--- src/rtl/core/tmmc_pkg.sv ---
// Package: sizes, codes and shared types of the collection matrix engine.
`default_nettype none
package tmmc_pkg;

	localparam int MAX_MACROSTATES    = 1024;
	localparam int MAX_SUBSTATES      = 64;
	localparam int PROB_FRACTION_BITS = 16;

	localparam int DEPTH = 3 * MAX_MACROSTATES;
	localparam int AW    = $clog2(DEPTH);
	localparam int KW    = $clog2(MAX_MACROSTATES);
	localparam int CW    = 48;
	localparam int VW    = 32;
	localparam int PW    = PROB_FRACTION_BITS + 1;
	localparam int NW    = 10;
	localparam int NEW   = 12;
	localparam int MW    = 6;
	localparam int SUBW  = 7;
	localparam int SSW   = 32;
	localparam int RIW   = 2;

	localparam logic [PW-1:0] PROB_ONE = PW'(1) << PROB_FRACTION_BITS;

	typedef enum logic [1:0] {
		CMD_RECORD = 2'd0,
		CMD_READ   = 2'd1,
		CMD_CHECK  = 2'd2,
		CMD_CLEAR  = 2'd3
	} cmd_t;

	typedef enum logic [1:0] {
		ST_OK      = 2'd0,
		ST_OOB     = 2'd1,
		ST_ILLEGAL = 2'd2,
		ST_CFG     = 2'd3
	} status_t;

	typedef enum logic [RIW-1:0] {
		REG_LOWER = 2'd0,
		REG_UPPER = 2'd1,
		REG_SUBS  = 2'd2,
		REG_SWEEP = 2'd3
	} reg_idx_t;

	typedef enum logic [3:0] {
		BK_INIT,
		BK_IDLE,
		BK_RD_DONE,
		BK_WR1,
		BK_WR2,
		BK_CHK,
		BK_CHK_END,
		BK_CLR,
		BK_RESP
	} bk_state_t;

	typedef struct packed {
		logic [NW-1:0]   lower;
		logic [NW-1:0]   upper;
		logic [SUBW-1:0] subs;
		logic [SSW-1:0]  sweep;
	} cfg_t;

	// one classified command waiting for the back end
	typedef struct packed {
		cmd_t            cmd;
		status_t         status;
		logic [AW-1:0]   addr;
		logic [AW-1:0]   stay;
		logic [PW-1:0]   pa;
		logic            vinc;
		logic [KW-1:0]   last;
	} entry_t;

	typedef struct packed {
		logic init_busy;
	} bk_stat_t;

endpackage
`default_nettype wire

--- src/rtl/core/tmmc_queue.sv ---
// Two-entry queue of classified commands between front and back end.
`default_nettype none
module tmmc_queue (
	input  logic             clk,
	input  logic             arst_n,
	input  logic             push_valid,
	output logic             push_ready,
	input  tmmc_pkg::entry_t push_data,
	output logic             pop_valid,
	input  logic             pop,
	output tmmc_pkg::entry_t pop_data
);
	import tmmc_pkg::*;

	localparam int QD = 2;

	entry_t      slot_q [QD];
	logic        wr_q, rd_q;
	logic [1:0]  cnt_q;
	logic        do_push;

	assign push_ready = (cnt_q != 2'(QD));
	assign pop_valid  = (cnt_q != '0);
	assign pop_data   = slot_q[rd_q];
	assign do_push    = push_valid && push_ready;

	always_ff @(posedge clk) begin
		if (do_push) slot_q[wr_q] <= push_data;
	end

	always_ff @(posedge clk or negedge arst_n) begin
		if (!arst_n) begin
			wr_q  <= 1'b0;
			rd_q  <= 1'b0;
			cnt_q <= '0;
		end else begin
			if (do_push) wr_q <= !wr_q;
			if (pop) rd_q <= !rd_q;
			cnt_q <= cnt_q + 2'(do_push) - 2'(pop);
		end
	end

endmodule
`default_nettype wire

--- config.mk ---
export PLATFORM = sky130hd
export DESIGN_NAME = tmmc_queue
export DESIGN_NICKNAME = d
export VERILOG_FILES = /design/src/rtl/core/tmmc_pkg.sv /design/src/rtl/core/tmmc_queue.sv
export SDC_FILE = /design/constraint.sdc
export NUM_CORES = 1
export LEC_CHECK = 0
export ABC_CLOCK_PERIOD_IN_PS = 4400
export BUFFER_PORTS_ARGS = -buffer_cell sky130_fd_sc_hd__buf_2
export CAP_MARGIN = 20
export CORE_MARGIN = 3
export CORE_UTILIZATION = 35
export CTS_BUF_LIST = sky130_fd_sc_hd__clkbuf_8
export DETAILED_ROUTE_END_ITERATION = 6
export PLACE_DENSITY_LB_ADDON = 0.25
export SKIP_CTS_REPAIR_TIMING = 1
export SLEW_MARGIN = 10
export SYNTH_ARGS = -nofsm -noshare
export SYNTH_HDL_FRONTEND = slang
export SYNTH_SLANG_ARGS = --single-unit
--- constraint.sdc ---
create_clock -name clk -period 4.4 [get_ports clk]
set_input_delay 0.44 -clock clk [delete_from_list [all_inputs] [get_ports clk]]
set_output_delay 0.44 -clock clk [all_outputs]
set_load 0.01 [all_outputs]
======== After elaboration in Yosys (flattened, before gate mapping) ========
Memories as Yosys holds them, arrays and structs flattened.
Cells that the tools add are included.
word-level totals
  bits in registers ....................... 4
  RAM bits ................................ 112
  input port bits ......................... 60
  output and inout bits ................... 58
  word-level logic and storage cells ...... 13
  memories kept ........................... 1
memory list
  name    words  bits a word  rd ports  clocked after Yosys merged registers in  write ports  line              RTL
  slot_q  2      56           1         0                                        1            tmmc_queue.sv:17  entry_t slot_q [QD];
cells by class
  $add $sub $neg .......................... 2
  eq/ne operators ......................... 1
  muxes and demuxes ....................... 2
  reductions and logical operators ........ 4
operator list
  cell                                          count
  adder 2 x 1 -> 2 bit                          1
  zero test 1 bit                               2
  2-to-1 mux 1 bit                              2
  inequality test 2 bit, second input constant  1
  nonzero test 2 bit                            1
  subtractor 2 x 1 -> 2 bit                     1
  logical AND 1 bit                             1

======== Depth between registers and ports, before layout ========
  depth in word-level cells ............... 4
  depth in mapped cells ................... 5
  mapped depth without buffers ............ 5

======== Worst setup path after synthesis ========
OpenSTA, ideal clock, no wires.
  kind .................................... flip-flop to flip-flop
  from .................................... register cnt_q[0]
  to ...................................... memory slot_q[0][0] in the netlist's numbering (enable)
  setup time .............................. 0.470 ns
  arrival time ............................ 3.031 ns
  required time ........................... 3.930 ns
  slack ................................... 0.899 ns
  stages on the path, launching flop included .. 4
  path buffers ............................ 0
  clock period less this slack ............ 3.501 ns
  cells stage by stage .................... dfrtp_1 -> nand2b_1 -> nand2_1 -> nor2_1
on the way
  longest elaborated chain between the ends .. 4
RTL lines
  item                                    line              RTL
  start, declared                         tmmc_queue.sv:19  logic [1:0] cnt_q;
  start signal, assigned                  tmmc_queue.sv:39  cnt_q <= cnt_q + 2'(do_push) - 2'(pop);
  inequality test 2 bit                   tmmc_queue.sv:22  assign push_ready = (cnt_q != 2'(QD));
  named net push_ready                    tmmc_queue.sv:7   output logic push_ready,
  logical AND 1 bit                       tmmc_queue.sv:25  assign do_push = push_valid && push_ready;
  2-to-1 mux 1 bit                        tmmc_queue.sv:28  if (do_push) slot_q[wr_q] <= push_data;
  2-to-1 mux 1 bit (not written as such)  tmmc_queue.sv:28
  end, declared                           tmmc_queue.sv:17
The timed path passes the listed nets, and every way through them passes these cells.

==> impl_results.md <==
- RSZ-0062 raised after global routing: false
- Setup violations, final: 0
- Dpl hpwl: 5.02 mm
- I/O pin count: 118
- Synth area leaders: edfxtp_1 (79%), mux2_1 (15%), dfrtp_1 (2.4%)
- Residual DRC count: 0
- Max clock buf depth: 2
- Static Leakage: 2.06 nW
- Synthesis warning total: 0
- First-pass DRT Iterations: 4
- Crit path max fanout: 39
- Max Used Layer: met5
- Startpoint class of the critical path: flop
- WS Path Type: reg2out
- Vias in the first global route: 2402
- Fin crit period: 2.80 ns
- Die ar.: 13500 um2
- First-pass GRT wire length: 12.0 mm
- Pin count of the biggest net entering global routing: 40
- Chip Height: 116 um
- Met2 wire length: 3.65 mm
- Met3 WL: 637 um
- Routability-driven placement congestion ratio: 0.691
- Die X: 116 um
- CTS tree: done
- Rel. slew slack: 0.351
- Final Cell Area: 5380 um2
- Outcome: finished clean
- Tot GR Track Use: 0.121
- Seq/Total Area, Yosys: 0.817
- Mapped Nets: 252
- Initial DRC Count: 85
- Met1 wire length: 3.35 mm
- Synth-to-Final Area Change: 26.9%
- Initial antenna violation count: 1
- Total grt overflow: 0
- Yosys top cell area share: 0.793
- Cell taking the most area after synthesis: edfxtp_1
- Clk Latency, worst-skew pair: 0.41 ns
- Nature of the critical path endpoint: output port
- Critical Path RT: 3.96 ns
- Ratio of total power to cell area: 639 nW/um2
- Worst Max-Slew Pin Slew: 0.973 ns
- PortBufs: 117
- Syn avg cell area: 22.2 um2
- Vias: 2177
- Pre-CTS WS: 1.95 ns
- Final max-slew violation count: 0
- Starting density of the core: 0.365
- Clk root buf: clkbuf_8
- Share of cells above drive strength 1: 0.442
- Row cnt: 39
- H-tree depth: 4
- Setup TNS Final: 0 ns
- Placed Area: 4990 um2
- Synth Register Bits: 116
- Final WS setup: 1.60 ns
- Clock skew: 0.00798 ns
- Mapped Cells: 191
- Nets: 387
- Inserted Clock Buffers: 17
- Crit path DAT: 2.36 ns
- Post-route ant nets: 0
- Clk sink count: 116
- Routed wire length per instance: 16.2 um
- Mapped Area: 4240 um2
- Via/cell ratio: 4.52
- Core Box Area: 11600 um2
- Final hold viol count: 0
- Final period util: 0.637
- WL final: 7.80 mm
- Maximum ir drop on the vdd rail: 0.354 mV
- CTS clk-pin slew, worst paths: 0.07 ns
- Post-synth cell types: 16
- Fmax: 357 MHz
- Tot Pwr: 0.00344 W
- Max_cap viols: 0
- ANT cells: 0
- Hold Path Class: in2reg
==> layout by cell type (no fill, tap or decap), drive strengths merged <==
cell	instances
clkinv	4
a22oi	1
a21bo	1
bufinv	2
nand2b	1
nand2	1
xnor2	3
or2	1
mux2	56
edfxtp	112
dlygate4sd3	1
dfrtp	4
and3	1
xor2	1
nor2	2
ha	1
clkbuf	20
buf	121
inv	6
==> layout make-up <==
type	instances	area, um2
clock buffer	20	275
clock inverter	12	101
fill	1049	6230
multi-input combinational	69	734
sequential	116	3460
tap	143	179
timing repair buffer	122	626
==> stage by stage <==
stage | utilization | std cells | hold WS, ns
6_report | 0.463 | 482 | 0.215
5_1_grt | 0.463 | 482 | 0.173
4_1_cts | 0.462 | 481 | -0.216
3_5_place_dp | 0.430 | 449 | 0.251
3_3_place_gp | 0.430 | 449 | 0.251
2_1_floorplan | - | 191 | 0.144
==> cell families (layout without fill, tap and decap cells) <==
logic type,count (synthesis),count (layout),share of synthesized area
mux,56,56,0.149
buf+inv,6,154,0.0121
flops,116,116,0.817
simple gates,6,6,0.00708
compound gates,2,2,0.00413
fa+ha+maj,1,1,0.00295
xor+xnor,4,4,0.00826
==> critical path: stages, from the launching register on <==
cell and delay [ns]:
dfrtp_2 1.00, buf_4 0.42, mux2_1 0.36, buf_2 0.15
==> metal layers <==
| metal | global-route usage | vias up |
|---|---|---|
| met2 | 0.188 | 85 |
| met4 | 0.0626 | 2 |
| met1 | 0.143 | 1051 |
| li1 | - | 1025 |
| met3 | 0.0543 | 14 |
| met5 | 0 | - |
==> cells in the mapped netlist <==
library cell,count
a22oi_1,1
xor2_1,1
ha_1,1
mux2_1,56
buf_2,2
and3_1,1
buf_4,1
or2_2,1
dfrtp_1,4
buf_6,3
nor2_1,2
nand2_1,1
a21bo_1,1
edfxtp_1,112
xnor2_1,3
nand2b_1,1
==> final timing paths <==
path                       slack (ns)                 endpoint               start  depth (start not counted)
max reg2reg                      2.26  slot_q[1][28]$_DFFE_PP_  cnt_q[0]$_DFF_PN0_                          3
min in group asynchronous        0.36         wr_q$_DFFE_PN0P_              arst_n                          2
min reg2reg                      0.55       cnt_q[0]$_DFF_PN0_  cnt_q[0]$_DFF_PN0_                          1
min                              0.21  slot_q[0][36]$_DFFE_PP_       push_data[36]                          1
max in group asynchronous        3.90         rd_q$_DFFE_PN0P_              arst_n                          2
max                              1.60             pop_data[37]    rd_q$_DFFE_PN0P_                          3
==> registers in the layout, indices dropped and copies added, names as in the netlist <==
name and count:
cnt_q 2, rd_q 1, slot_q 112, wr_q 1
==> report_power, final <==
part / switching (W) / leakage (nW) / total, W / internal [W]
clock network: 0.000383 / 0.217 / 0.000914 / 0.000531
registers: 0.000134 / 1.09 / 0.00165 / 0.00151
logic: 0.000486 / 0.754 / 0.000879 / 0.000393
(Power assumes the default switching activity.)
