File: config.mk
export PLATFORM = sky130hd
export DESIGN_NAME = tmmc_front_flat
export DESIGN_NICKNAME = d
export VERILOG_FILES = /design/src/rtl/core/tmmc_pkg.sv /design/src/rtl/core/tmmc_ifs.sv /design/src/rtl/core/tmmc_front.sv /design/src/flat_wrapper.sv
export SDC_FILE = /design/constraint.sdc
export NUM_CORES = 1
export LEC_CHECK = 0
export BUFFER_PORTS_ARGS = -buffer_cell sky130_fd_sc_hd__clkbuf_2
export CORE_ASPECT_RATIO = 0.5
export CORE_MARGIN = 3
export CORE_UTILIZATION = 56
export DETAILED_ROUTE_END_ITERATION = 10
export PLACE_DENSITY = 0.78
export SLEW_MARGIN = 20
export SYNTH_ARGS = -nofsm -noshare
export SYNTH_HDL_FRONTEND = slang
export SYNTH_SLANG_ARGS = --single-unit
export TNS_END_PERCENT = 20
File: constraint.sdc
create_clock -name vclk -period 11.3
set_input_delay 1.695 -clock vclk [all_inputs]
set_output_delay 1.695 -clock vclk [all_outputs]
set_load 0.01 [all_outputs]
File: src/rtl/core/tmmc_pkg.sv
// Package: sizes, codes and shared types of the collection matrix engine.
`default_nettype none
package tmmc_pkg;

	localparam int MAX_MACROSTATES    = 1024;
	localparam int MAX_SUBSTATES      = 64;
	localparam int PROB_FRACTION_BITS = 16;

	localparam int DEPTH = 3 * MAX_MACROSTATES;
	localparam int AW    = $clog2(DEPTH);
	localparam int KW    = $clog2(MAX_MACROSTATES);
	localparam int CW    = 48;
	localparam int VW    = 32;
	localparam int PW    = PROB_FRACTION_BITS + 1;
	localparam int NW    = 10;
	localparam int NEW   = 12;
	localparam int MW    = 6;
	localparam int SUBW  = 7;
	localparam int SSW   = 32;
	localparam int RIW   = 2;

	localparam logic [PW-1:0] PROB_ONE = PW'(1) << PROB_FRACTION_BITS;

	typedef enum logic [1:0] {
		CMD_RECORD = 2'd0,
		CMD_READ   = 2'd1,
		CMD_CHECK  = 2'd2,
		CMD_CLEAR  = 2'd3
	} cmd_t;

	typedef enum logic [1:0] {
		ST_OK      = 2'd0,
		ST_OOB     = 2'd1,
		ST_ILLEGAL = 2'd2,
		ST_CFG     = 2'd3
	} status_t;

	typedef enum logic [RIW-1:0] {
		REG_LOWER = 2'd0,
		REG_UPPER = 2'd1,
		REG_SUBS  = 2'd2,
		REG_SWEEP = 2'd3
	} reg_idx_t;

	typedef enum logic [3:0] {
		BK_INIT,
		BK_IDLE,
		BK_RD_DONE,
		BK_WR1,
		BK_WR2,
		BK_CHK,
		BK_CHK_END,
		BK_CLR,
		BK_RESP
	} bk_state_t;

	typedef struct packed {
		logic [NW-1:0]   lower;
		logic [NW-1:0]   upper;
		logic [SUBW-1:0] subs;
		logic [SSW-1:0]  sweep;
	} cfg_t;

	// one classified command waiting for the back end
	typedef struct packed {
		cmd_t            cmd;
		status_t         status;
		logic [AW-1:0]   addr;
		logic [AW-1:0]   stay;
		logic [PW-1:0]   pa;
		logic            vinc;
		logic [KW-1:0]   last;
	} entry_t;

	typedef struct packed {
		logic init_busy;
	} bk_stat_t;

endpackage
`default_nettype wire

File: src/rtl/core/tmmc_ifs.sv
// Channel interfaces: command request, result and configuration write.
`default_nettype none
interface tmmc_req_if;
	import tmmc_pkg::*;
	logic                  valid;
	logic                  ready;
	logic [1:0]            command;
	logic [NW-1:0]         count_start;
	logic signed [NEW-1:0] count_end;
	logic [MW-1:0]         substate_start;
	logic [MW-1:0]         substate_end;
	logic [PW-1:0]         accept_prob;
	modport source (output valid, command, count_start, count_end, substate_start,
		substate_end, accept_prob, input ready);
	modport sink (input valid, command, count_start, count_end, substate_start,
		substate_end, accept_prob, output ready);
endinterface

`default_nettype wire

File: src/rtl/core/tmmc_front.sv
// Front end: takes command beats, checks bounds and moves, forms table addresses.
`default_nettype none
module tmmc_front (
	tmmc_req_if.sink         req,
	input  tmmc_pkg::cfg_t   cfg,
	input  tmmc_pkg::bk_stat_t bk_stat,
	output logic             push_valid,
	input  logic             push_ready,
	output tmmc_pkg::entry_t push_data
);
	import tmmc_pkg::*;

	logic [NW:0]          span_n;
	logic [17:0]          span;
	logic                 cfg_ok;
	logic signed [12:0]   ns13, ne13, lo13, hi13;
	logic                 oob;
	logic signed [MW:0]   dm;
	logic [MW-1:0]        m_last;
	logic                 illegal;
	logic [1:0]           y;
	logic [NW-1:0]        off;
	logic [16:0]          prod;
	logic [18:0]          base;
	logic                 range_bad;
	logic [16:0]          last_w;
	logic [PW-1:0]        pa_c;
	cmd_t                 cmd;

	assign cmd    = cmd_t'(req.command);
	assign span_n = {1'b0, cfg.upper} - {1'b0, cfg.lower} + (NW+1)'(1);
	assign span   = 18'(span_n) * 18'(cfg.subs);
	assign cfg_ok = (cfg.lower <= cfg.upper) && (cfg.subs != '0)
		&& (cfg.subs <= SUBW'(MAX_SUBSTATES)) && (cfg.sweep != '0)
		&& (span <= 18'(MAX_MACROSTATES));

	assign ns13 = $signed({3'b000, req.count_start});
	assign ne13 = $signed({req.count_end[NEW-1], req.count_end});
	assign lo13 = $signed({3'b000, cfg.lower});
	assign hi13 = $signed({3'b000, cfg.upper});

	assign oob = (ns13 > hi13) || (ns13 < lo13) || (ne13 > hi13 + 13'sd1)
		|| (ne13 < lo13 - 13'sd1) || ({1'b0, req.substate_start} >= cfg.subs)
		|| ({1'b0, req.substate_end} >= cfg.subs);

	assign dm     = $signed({1'b0, req.substate_end}) - $signed({1'b0, req.substate_start});
	assign m_last = MW'(cfg.subs - SUBW'(1));

	always_comb begin
		illegal = 1'b0;
		y       = 2'd0;
		if (ne13 == ns13) begin
			if (dm == 7'sd0) y = 2'd0;
			else if (dm == 7'sd1) y = 2'd1;
			else if (dm == -7'sd1) y = 2'd2;
			else illegal = 1'b1;
		end else if (ne13 == ns13 + 13'sd1) begin
			y = 2'd1;
			illegal = !(req.substate_start == m_last && req.substate_end == '0);
		end else if (ne13 == ns13 - 13'sd1) begin
			y = 2'd2;
			illegal = !(req.substate_start == '0 && req.substate_end == m_last);
		end else begin
			illegal = 1'b1;
		end
	end

	assign off       = req.count_start - cfg.lower;
	assign prod      = 17'(off) * 17'(cfg.subs) + 17'(req.substate_start);
	assign base      = 19'(prod) * 19'd3;
	assign range_bad = (base + 19'd2) >= 19'(DEPTH);
	assign last_w    = 17'(cfg.upper - cfg.lower) * 17'(cfg.subs);
	assign pa_c      = (req.accept_prob > PROB_ONE) ? PROB_ONE : req.accept_prob;

	always_comb begin
		push_data.cmd  = cmd;
		push_data.addr = AW'(base + 19'(y));
		push_data.stay = AW'(base);
		push_data.pa   = pa_c;
		push_data.vinc = (pa_c != '0) || (req.count_start == '0 && req.count_end == '0);
		push_data.last = KW'(last_w);
		case (cmd)
			CMD_RECORD, CMD_READ: begin
				if (!cfg_ok) push_data.status = ST_CFG;
				else if (oob) push_data.status = ST_OOB;
				else if (illegal) push_data.status = ST_ILLEGAL;
				else if (range_bad) push_data.status = ST_OOB;
				else push_data.status = ST_OK;
			end
			CMD_CHECK: push_data.status = cfg_ok ? ST_OK : ST_CFG;
			default:   push_data.status = ST_OK;
		endcase
	end

	assign req.ready  = push_ready && !bk_stat.init_busy;
	assign push_valid = req.valid && !bk_stat.init_busy;

endmodule
`default_nettype wire

File: src/flat_wrapper.sv
// flat-port wrapper written by rule: the top's interface ports become plain ports
module tmmc_front_flat import tmmc_pkg::*;
  (cfg, bk_stat, push_valid, push_ready, push_data, req_valid, req_command, req_count_start, req_count_end, req_substate_start, req_substate_end, req_accept_prob, req_ready);
  tmmc_req_if req_i ();
  input  tmmc_pkg::cfg_t cfg;
  input  tmmc_pkg::bk_stat_t bk_stat;
  output logic push_valid;
  input  logic push_ready;
  output tmmc_pkg::entry_t push_data;
  input wire logic [$bits(req_i.valid)-1:0] req_valid;
  input wire logic [$bits(req_i.command)-1:0] req_command;
  input wire logic [$bits(req_i.count_start)-1:0] req_count_start;
  input wire logic [$bits(req_i.count_end)-1:0] req_count_end;
  input wire logic [$bits(req_i.substate_start)-1:0] req_substate_start;
  input wire logic [$bits(req_i.substate_end)-1:0] req_substate_end;
  input wire logic [$bits(req_i.accept_prob)-1:0] req_accept_prob;
  output wire logic [$bits(req_i.ready)-1:0] req_ready;
  assign req_i.valid = req_valid;
  assign req_i.command = req_command;
  assign req_i.count_start = req_count_start;
  assign req_i.count_end = req_count_end;
  assign req_i.substate_start = req_substate_start;
  assign req_i.substate_end = req_substate_end;
  assign req_i.accept_prob = req_accept_prob;
  assign req_ready = req_i.ready;
  tmmc_front u_core (.req(req_i), .cfg(cfg), .bk_stat(bk_stat), .push_valid(push_valid), .push_ready(push_ready), .push_data(push_data));
endmodule
Word-level counts from Yosys, hierarchy flattened --
Index checks and enable logic that the tools add are counted.
Operators by class: add/sub/neg operators 13, multipliers 4, order comparisons 11, equal/unequal tests 9, muxes and demuxes 19, reduce and logical (&&, ||, !) cells 28
Operators with widths (count):
- nonzero test 32 bit | 1
- equality test 12 x 11 -> 1 bit | 2
- adder 10 x 1 -> 11 bit, second input constant | 2
- subtractor 10 x 1 -> 11 bit, second input constant | 2
- subtractor 10 x 10 -> 11 bit | 2
- two-way mux 2 bit | 10
- adder 19 x 2 -> 19 bit, second input constant | 1
- greater-or-equal comparator 19 x 12 -> 1 bit, second input constant | 1
- multiplier 17 x 2 -> 19 bit, second input constant | 1
- less-or-equal comparator 18 x 11 -> 1 bit, second input constant | 1
- multiplier 11 x 7 -> 18 bit | 1
- adder 17 x 6 -> 17 bit | 1
- greater-than comparator 17 bit, second input constant | 1
- multiplier 10 x 7 -> 17 bit | 1
- multiplier 17 x 7 -> 10 bit | 1
- two-way mux 17 bit | 1
- nonzero test 17 bit | 1
- greater-or-equal comparator 6 x 7 -> 1 bit | 2
- adder 12 x 2 -> 12 bit | 1
- equality test 12 bit | 1
- equality test 6 bit | 2
- greater-than comparator 12 bit | 1
- logical NOT 12 bit | 1
- logical NOT 6 bit | 2
- other kinds (23) | 44
Storage, ports and cells: register bits 0, input port bits 115, output and inout bits 58, logic and storage cells 84

Depth between registers and ports, before layout --
Gate-level depths: netlist of the first run.
depth in word-level cells 11, depth in mapped cells 40, mapped depth without buffers 40

Worst setup path before layout of the first run --
Ideal clock, no wire load.
path type in2out, from input port cfg[50] (netlist bit), to output port push_data[52] (netlist bit), arrival 9146 ps, data required time 9605 ps, slack 459 ps, cell stages on the path 37, buffers on the path 1, cells stage by stage inv_1 -> ha_1 -> nor2b_1 -> o21ai_0 -> a21boi_0 -> o21ai_0 -> nand2b_1 -> a21o_1 -> a21o_1 -> a21o_1 -> a21oi_1 -> xnor2_1 -> nand2_1 -> fa_1 -> inv_1 -> fa_1 -> fa_1 -> inv_1 -> fa_1 -> inv_1 -> ha_1 -> a21oi_1 -> a21oi_1 -> a311oi_2 -> o21bai_1 -> a21oi_1 -> o21ai_0 -> xnor2_1 -> ha_1 -> clkbuf_1 -> mux2i_1 -> a21oi_1 -> a311o_1 -> a31oi_1 -> nand4b_1 -> a211oi_2 -> o221ai_1
RTL lines:
- start, declared | line flat_wrapper.sv:5 | input tmmc_pkg::cfg_t cfg;
- end, declared | line flat_wrapper.sv:9 | output tmmc_pkg::entry_t push_data;

==> flow_summary_export.csv, run 1 <==
group,metric,value,unit
run_status,status,"finished, final reports clean",
timing,layout_setup_ws,0.227,ns
global_routing,grt_usage,28.3,%
worst_hold_path,hold_class,"input port to output pin",
route,route.detailed.drc,0,
global_routing,grt_pass1_vias,11200,
route,wl,33000,um
yosys,syn_avg_cell_area,8.07,um2
timing,period_needed,11.07,ns
final_layout,register_area,0,um2
global_routing,grt_max_degree,30,
global_routing,antenna_found_initial,0,
yosys,ys_types,92,
worst_setup_path,cp_slowest_stage_delay,0.56,ns
placed_design,io_buffers,173,
yosys,synth_area,11400,um2
timing,slew_violations,0,
yosys,synthCells,1415,
route,initialDrtViolationCount,548,
final_layout,drive_gt1_share,21.6,%
worst_setup_path,endpoint_kind,"output pin",
die,floorplan.io_pins,173,
yosys,netlist_top_cells_count,"ha_1 (200), inv_1 (190), fa_1 (123)",
yosys,yosysWarnings,0,
final_layout,nets,2078,
final_layout,fin_cells,1904,
placed_design,hpwl,27500,um
final_layout,area_growth,18.7,%
placed_design,dpl.cell_count,1882,
yosys,synth_area_leaders,"ha_1 (22%), fa_1 (22%), xnor2_1 (6.9%), inv_1 (6.2%), and2_1 (6.1%)",
yosys,synth_top_cell_by_area,"ha_1",
route,wl_per_cell,17.4,um
yosys,synth_top_area_share,21.9,%
worst_setup_path,critPathKind,"input port to output pin",
timing,setup_viol,0,
timing,setup_tns,0,ns
route,dr.pass1.iters,7,
worst_setup_path,critical_path.slowest_cell,"fa_1",
timing,max_freq,0.0903,GHz
global_routing,grt_overflow,0,
final_layout,nFillCells,1641,
placed_design,pre_cts_slack,-0.0830,ns
final_layout,n_antenna_cell,0,
die,initial_core_util,57.9,%
worst_setup_path,critPathArrivalTime,9.38,ns
die,core-area,19700,um2
worst_setup_path,crit_path_max_fanout,6,
worst_hold_path,holdPathStages,2,
yosys,syn-num-nets,1853,
timing,final-hold-violation-count,0,
final_layout,multi_input_area,11000,um2
timing,worst_pin_slew,0.920,ns
yosys,yosysMostFrequentCell,"ha_1",
route,vias,11000,
final_layout,nClkBuffers,0,
timing,timing.final.crit_share,98.0,%
cts,holdBufCountCts,0,
worst_setup_path,critical_path.startpoint_type,"input port",
die,die_area,22200,um2
global_routing,grt_pass1_wl,53000,um
placed_design,routabilityCongestion,0.997,
die,fp.dieH,107,um
die,rows,36,
route,ant_nets,0,
yosys,synth_seq_area_share,0,%
final_layout,seq_cell_count,0,
job,max_cap_violations,0,
die,fp.dieW,208,um
worst_setup_path,worstPathRequired,9.61,ns
timing,slew_headroom,37.9,%
route,viasPerCell,5.78,
-- per-layer routing --
| layer | global-route usage, % | part of all wire (%) | vias up |
|---|---|---|---|
| met5 | 0 | 0 | - |
| met3 | 3.92 | 7.0 | 60 |
| met4 | 6.49 | 2.6 | 0 |
| met1 | 36.2 | 42 | 5337 |
| met2 | 51.2 | 49 | 362 |
| li1 | - | - | 5245 |
-- worst paths after layout --
| check | startpoint | endpoint | slack (ns) |
|---|---|---|---|
| worst max-delay path | req_count_start[1] | push_data[52] | 0.23 |
| worst min-delay path | req_command[0] | push_data[54] | 3.60 |
-- layout by cell type, fill, tap and decap left out, types with 12 or more instances in the layout --
cell type	Yosys	layout
a21o_1	32	32
a21oi_1	61	57
a31oi_1	12	12
and2_1	111	108
buf_4	3	84
clkbuf_2	0	171
fa_1	123	120
ha_1	200	186
ha_4	0	12
inv_1	190	185
nand2_1	100	100
nand2b_1	17	16
nand3_1	26	24
nand4_1	19	19
nor2_1	69	63
nor2b_1	32	31
nor3_1	26	24
nor4_1	26	25
o211ai_1	12	12
o21a_1	15	15
o21ai_0	35	31
o21bai_1	14	14
xnor2_1	90	87
xor2_1	39	34
-- logic make-up (layout without fill, tap and decap cells) --
kind of cell / Yosys count / count (layout) / synth area share [%]
AO/OA/AOI/OAI: 248 / 248 / 15.1
buffers and inverters: 229 / 452 / 7.67
multiplexers: 6 / 6 / 0.548
AND/OR/NAND/NOR: 477 / 477 / 22.7
XOR/XNOR: 132 / 132 / 10.4
adder cells (fa/ha/maj): 323 / 323 / 43.5
-- per-stage QoR --
stage	hold WS [ns]	instance area, um2	util (%)
2_1_floorplan	3.44	11400	-
3_3_place_gp	3.60	12900	65.6
3_5_place_dp	3.59	12900	65.6
4_1_cts	3.60	13000	65.8
5_1_grt	3.60	13600	68.7
6_report	3.60	13600	68.7
-- critical path, delay by kind of cell --
family	cells	cell delay, ns
AOI/OAI and AO/OA	14	2.48
xor gates and xnor gates	3	0.56
adders and majority gates	7	2.93
buffers and inverters	6	0.58
and+or+nand+nor	9	1.10
-- cell type report --
type / instances / share of cell area, %
inverters: 194 / 5.37
multi-input cells: 1186 / 81.0
well taps: 266 / 2.46
repair buffers: 258 / 11.2
-- what timing repair did --
| action | CTS | global route |
|---|---|---|
| pin swaps | 1 | 64 |
| setup buffers | 1 | 21 |
| gates resized for setup | 7 | 85 |
| endpoints found under the setup margin | 1 | 1 |
Power of run 1 is not shown: default switching activity piles up to over one toggle a cycle in this logic, so the estimate is an artifact.
==> inputs of run 2 (changes only) <==
CORE_UTILIZATION = 61   (was 56)
PLACE_DENSITY = 0.81   (was 0.78)
clock period = 12.6 ns   (was 11.3 ns; I/O delays follow)
==> run 2 against run 1 <==
- die area down 7.9%
- cell area fell by 7.3%
- sequential share of layout area did not move
- flip-flop and latch count is the same
- critical path type unchanged
- largest cell class unchanged
- highest routed layer is now met5
==> flow_summary_export.csv, run 2 (synthesis gave the netlist of run 1 again) <==
group,metric,value,unit
route,vias,10700,
timing,timing.final.crit_share,95.5,%
timing,setup_tns,0,ns
die,die_area,20500,um2
timing,rsz0062_at_grt,"false",
timing,setup_viol,0,
timing,slew_violations,0,
die,initial_core_util,63.9,%
final_layout,utilization,70.3,%
final_layout,nClkBuffers,0,
final_layout,layout_commonest_cell,"ha_1",
final_layout,n_antenna_cell,0,
route,wl_per_cell,17.9,um
global_routing,antenna_found_initial,2,
worst_setup_path,crit_top_cell,"fa_1",
job,max_cap_violations,0,
final_layout,multi_input_area,10600,um2
timing,worst_pin_slew,0.969,ns
global_routing,grt_usage,30.9,%
global_routing,grt_max_degree,33,
timing,layout_setup_ws,0.567,ns
worst_setup_path,critPathArrivalTime,10.14,ns
worst_setup_path,endpoint_kind,"output pin",
route,initialDrtViolationCount,584,
route,wl,32100,um
global_routing,grt_overflow,0,
route,route.detailed.drc,0,
worst_setup_path,critPathKind,"input port to output pin",
worst_setup_path,critical_path.startpoint_type,"input port",
die,floorplan.io_pins,173,
final_layout,drive_gt1_share,15.0,%
final_layout,register_area,0,um2
timing,final-hold-violation-count,0,
worst_setup_path,worst-path-buf-inv,5,
die,fp.dieH,103,um
worst_setup_path,crit_path_max_fanout,8,
placed_design,io_buffers,173,
timing,max_freq,0.0831,GHz
final_layout,final_cell_mix,"ha_1 (196), inv_1 (189), clkbuf_2 (173), fa_1 (123), and2_1 (111)",
cts,holdBufCountCts,0,
die,core-area,17900,um2
worst_hold_path,hold_class,"input port to output pin",
global_routing,grt_pass1_wl,51900,um
placed_design,hpwl,27400,um
route,ant_nets,0,
die,fp.dieW,199,um
placed_design,pre_cts_slack,0.239,ns
run_status,status,"finished, final reports clean",
route,viasPerCell,5.94,
die,rows,34,
final_layout,area_growth,10.1,%
final_layout,seq_cell_count,0,
timing,period_needed,12.03,ns
worst_setup_path,cp_slowest_stage_delay,0.57,ns
route,dr.pass1.iters,4,
worst_setup_path,worstPathRequired,10.71,ns
final_layout,nets,2000,
timing,slew_headroom,33.7,%
final_layout,nFillCells,1499,
worst_setup_path,critPathTopFamily,"adder cells",
worst_setup_path,critical_path.slowest_cell,"fa_1",
placed_design,routabilityCongestion,0.952,
global_routing,grt_pass1_vias,10800,
-- run 2: changes by cell type in the layout (fill, tap and decap cells not counted), moves of 3 or more --
cell | before | now
fa_2 | 3 | 0
ha_1 | 186 | 196
ha_4 | 12 | 0
buf_4 | 84 | 7
and2_1 | 108 | 111
fa_1 | 120 | 123
nor2_1 | 63 | 66
and2_4 | 3 | 0
inv_2 | 6 | 2
inv_1 | 185 | 189
-- run 2: worst paths after layout --
kind / from / to / slack (ns) / depth (start not counted)
worst min-delay path: req_command[0] / push_data[54] / 3.99 / 2
worst max-delay path: req_count_start[0] / push_data[52] / 0.57 / 37
-- run 2: what timing repair did --
action                     4_1_cts  5_1_grt
setup endpoints to repair        0        1
buffers inserted                 0        1
gates resized for setup          0       21
-- run 2: cell type report --
class	instances	share of cell area [%]
Inverter	194	5.80
Timing Repair Buffer	180	7.31
Tap cell	234	2.33
Multi-Input combinational cell	1186	84.6
-- run 2: stage by stage --
step,std cells,hold WS [ns],cell area (um2)
4_1_cts,1793,3.99,12500
3_3_place_gp,1793,3.99,12500
6_report,1794,3.99,12600
2_1_floorplan,1415,3.83,11400
5_1_grt,1794,4.00,12600
3_5_place_dp,1793,3.99,12500
-- run 2: layer usage --
layer  share of wire [%]  up-vias  GRT usage [%]
met4                 1.8        2           6.05
li1                    -     5087              -
met3                 7.1       47           4.93
met2                  48      377           55.5
met5               0.025        -              0
met1                  43     5147           40.3
Power of run 2 is left out for the same reason.
==> inputs of run 3 (changes only) <==
CORE_UTILIZATION = 50   (was 61)
PLACE_DENSITY = 0.7   (was 0.81)
clock period = 10.25 ns   (was 12.6 ns; I/O delays follow)
==> run 3 against run 2 <==
- the flow now finishes with violations (negative setup slack)
- first-iteration DRC count rose by 27%
- via count increased by 6.2%
- sequential share of layout area is the same
- utilization is 6.5 points lower
- worst setup slack got worse by 1.0 ns
==> flow_summary_export.csv, run 3 (synthesis gave the netlist of run 1 again) <==
group,metric,value,unit
worst_setup_path,endpoint_kind,"output pin",
final_layout,seq_cell_count,0,
timing,period_needed,10.70,ns
route,wl,35000,um
die,fp.dieW,220,um
timing,slew_violations,0,
worst_hold_path,hold_class,"input port to output pin",
route,viasPerCell,5.64,
global_routing,grt_pass1_wl,58400,um
die,rows,38,
worst_setup_path,critPathKind,"input port to output pin",
global_routing,grt_max_degree,25,
run_status,failed_checks,"negative setup slack",
global_routing,antenna_found_initial,0,
global_routing,use_met2,50.7,%
final_layout,n_antenna_cell,0,
timing,final-hold-violation-count,0,
timing,timing.final.crit_share,104,%
global_routing,use_met3,2.44,%
timing,layout_setup_ws,-0.449,ns
placed_design,place_area,13500,um2
run_status,status,"complete, but fails checks",
final_layout,register_area,0,um2
final_layout,area_growth,23.4,%
worst_setup_path,critPathTopFamily,"adder cells",
global_routing,grt_usage,28.5,%
global_routing,grt_pass1_vias,11900,
cts,holdBufCountCts,0,
final_layout,nClkBuffers,0,
global_routing,grtUsageMet1,38.4,%
final_layout,fin_area,14100,um2
worst_setup_path,worst-path-buf-inv,5,
job,max_cap_violations,0,
worst_setup_path,crit_top_cell,"fa_1",
timing,slew_headroom,39.8,%
timing,setup_viol,1,
placed_design,routabilityCongestion,0.983,
route,vias,11300,
worst_setup_path,worstPathRequired,8.71,ns
worst_setup_path,critical_path.slowest_cell,"fa_1",
final_layout,drive_gt1_share,24.4,%
die,fp.dieH,113,um
worst_setup_path,critical_path.startpoint_type,"input port",
die,core-area,22100,um2
worst_setup_path,critPathArrivalTime,9.16,ns
route,ant_nets,0,
worst_setup_path,cp_slowest_stage_delay,0.53,ns
final_layout,nets,2145,
timing,rsz0062_at_grt,"true",
die,initial_core_util,51.7,%
route,wl_per_cell,17.5,um
timing,worst_pin_slew,0.892,ns
route,initialDrtViolationCount,739,
route,route.detailed.drc,0,
placed_design,hpwl,29600,um
placed_design,io_buffers,173,
timing,max_freq,0.0935,GHz
global_routing,busiest_layer,"met2",
route,dr.pass1.iters,7,
final_layout,final_cell_mix,"ha_1 (187), inv_1 (186), clkbuf_2 (173), buf_4 (151), fa_1 (122)",
global_routing,grt_overflow,0,
worst_setup_path,crit_path_max_fanout,4,
final_layout,layout_commonest_cell,"ha_1",
die,floorplan.io_pins,173,
die,die_area,24800,um2
## run 3: cell types whose count changed in the layout (fill, tap and decap cells not counted), sizes merged
cell | previous run | this run
buf | 7 | 152
## run 3: layout make-up
| cell class | count | area, um2 |
|---|---|---|
| inverter | 194 | 728 |
| multi-input combinational | 1186 | 11000 |
| fill | 1923 | 7980 |
| timing repair buffer | 325 | 2010 |
| tap | 300 | 375 |
## run 3: layer usage
| layer | vias to the layer above | routed length [um] |
|---|---|---|
| met1 | 5556 | 15800 |
| met5 | - | 0 |
| li1 | 5380 | - |
| met3 | 63 | 1830 |
| met4 | 0 | 720 |
| met2 | 317 | 16700 |
## run 3: what timing repair did
| item | CTS | global route |
|---|---|---|
| setup endpoints to repair | 1 | 2 |
| gates resized for setup | 58 | 16 |
| buffers inserted | 17 | 4 |
| cloned | 0 | 0 |
| pin swaps | 52 | 6 |
## run 3: final timing paths
kind / slack, ns / to / depth (start not counted) / startpoint
max: -0.45 / push_data[52] / 34 / cfg[51]
min: 3.28 / push_data[54] / 2 / req_command[0]
## run 3: metrics by stage
| stage | setup slack (ns) | setup TNS [ns] | utilization [%] | std cells | hold slack (ns) |
|---|---|---|---|---|---|
| 2_1_floorplan | 0.000656 | 0 | - | 1415 | 3.12 |
| 3_3_place_gp | -0.522 | -0.522 | 61.3 | 1984 | 3.28 |
| 3_5_place_dp | -0.792 | -0.792 | 61.3 | 1984 | 3.28 |
| 4_1_cts | -0.365 | -0.365 | 63.4 | 2001 | 3.28 |
| 5_1_grt | -0.806 | -0.806 | 63.8 | 2005 | 3.29 |
| 6_report | -0.449 | -0.449 | 63.8 | 2005 | 3.28 |
Power of run 3 is left out for the same reason.
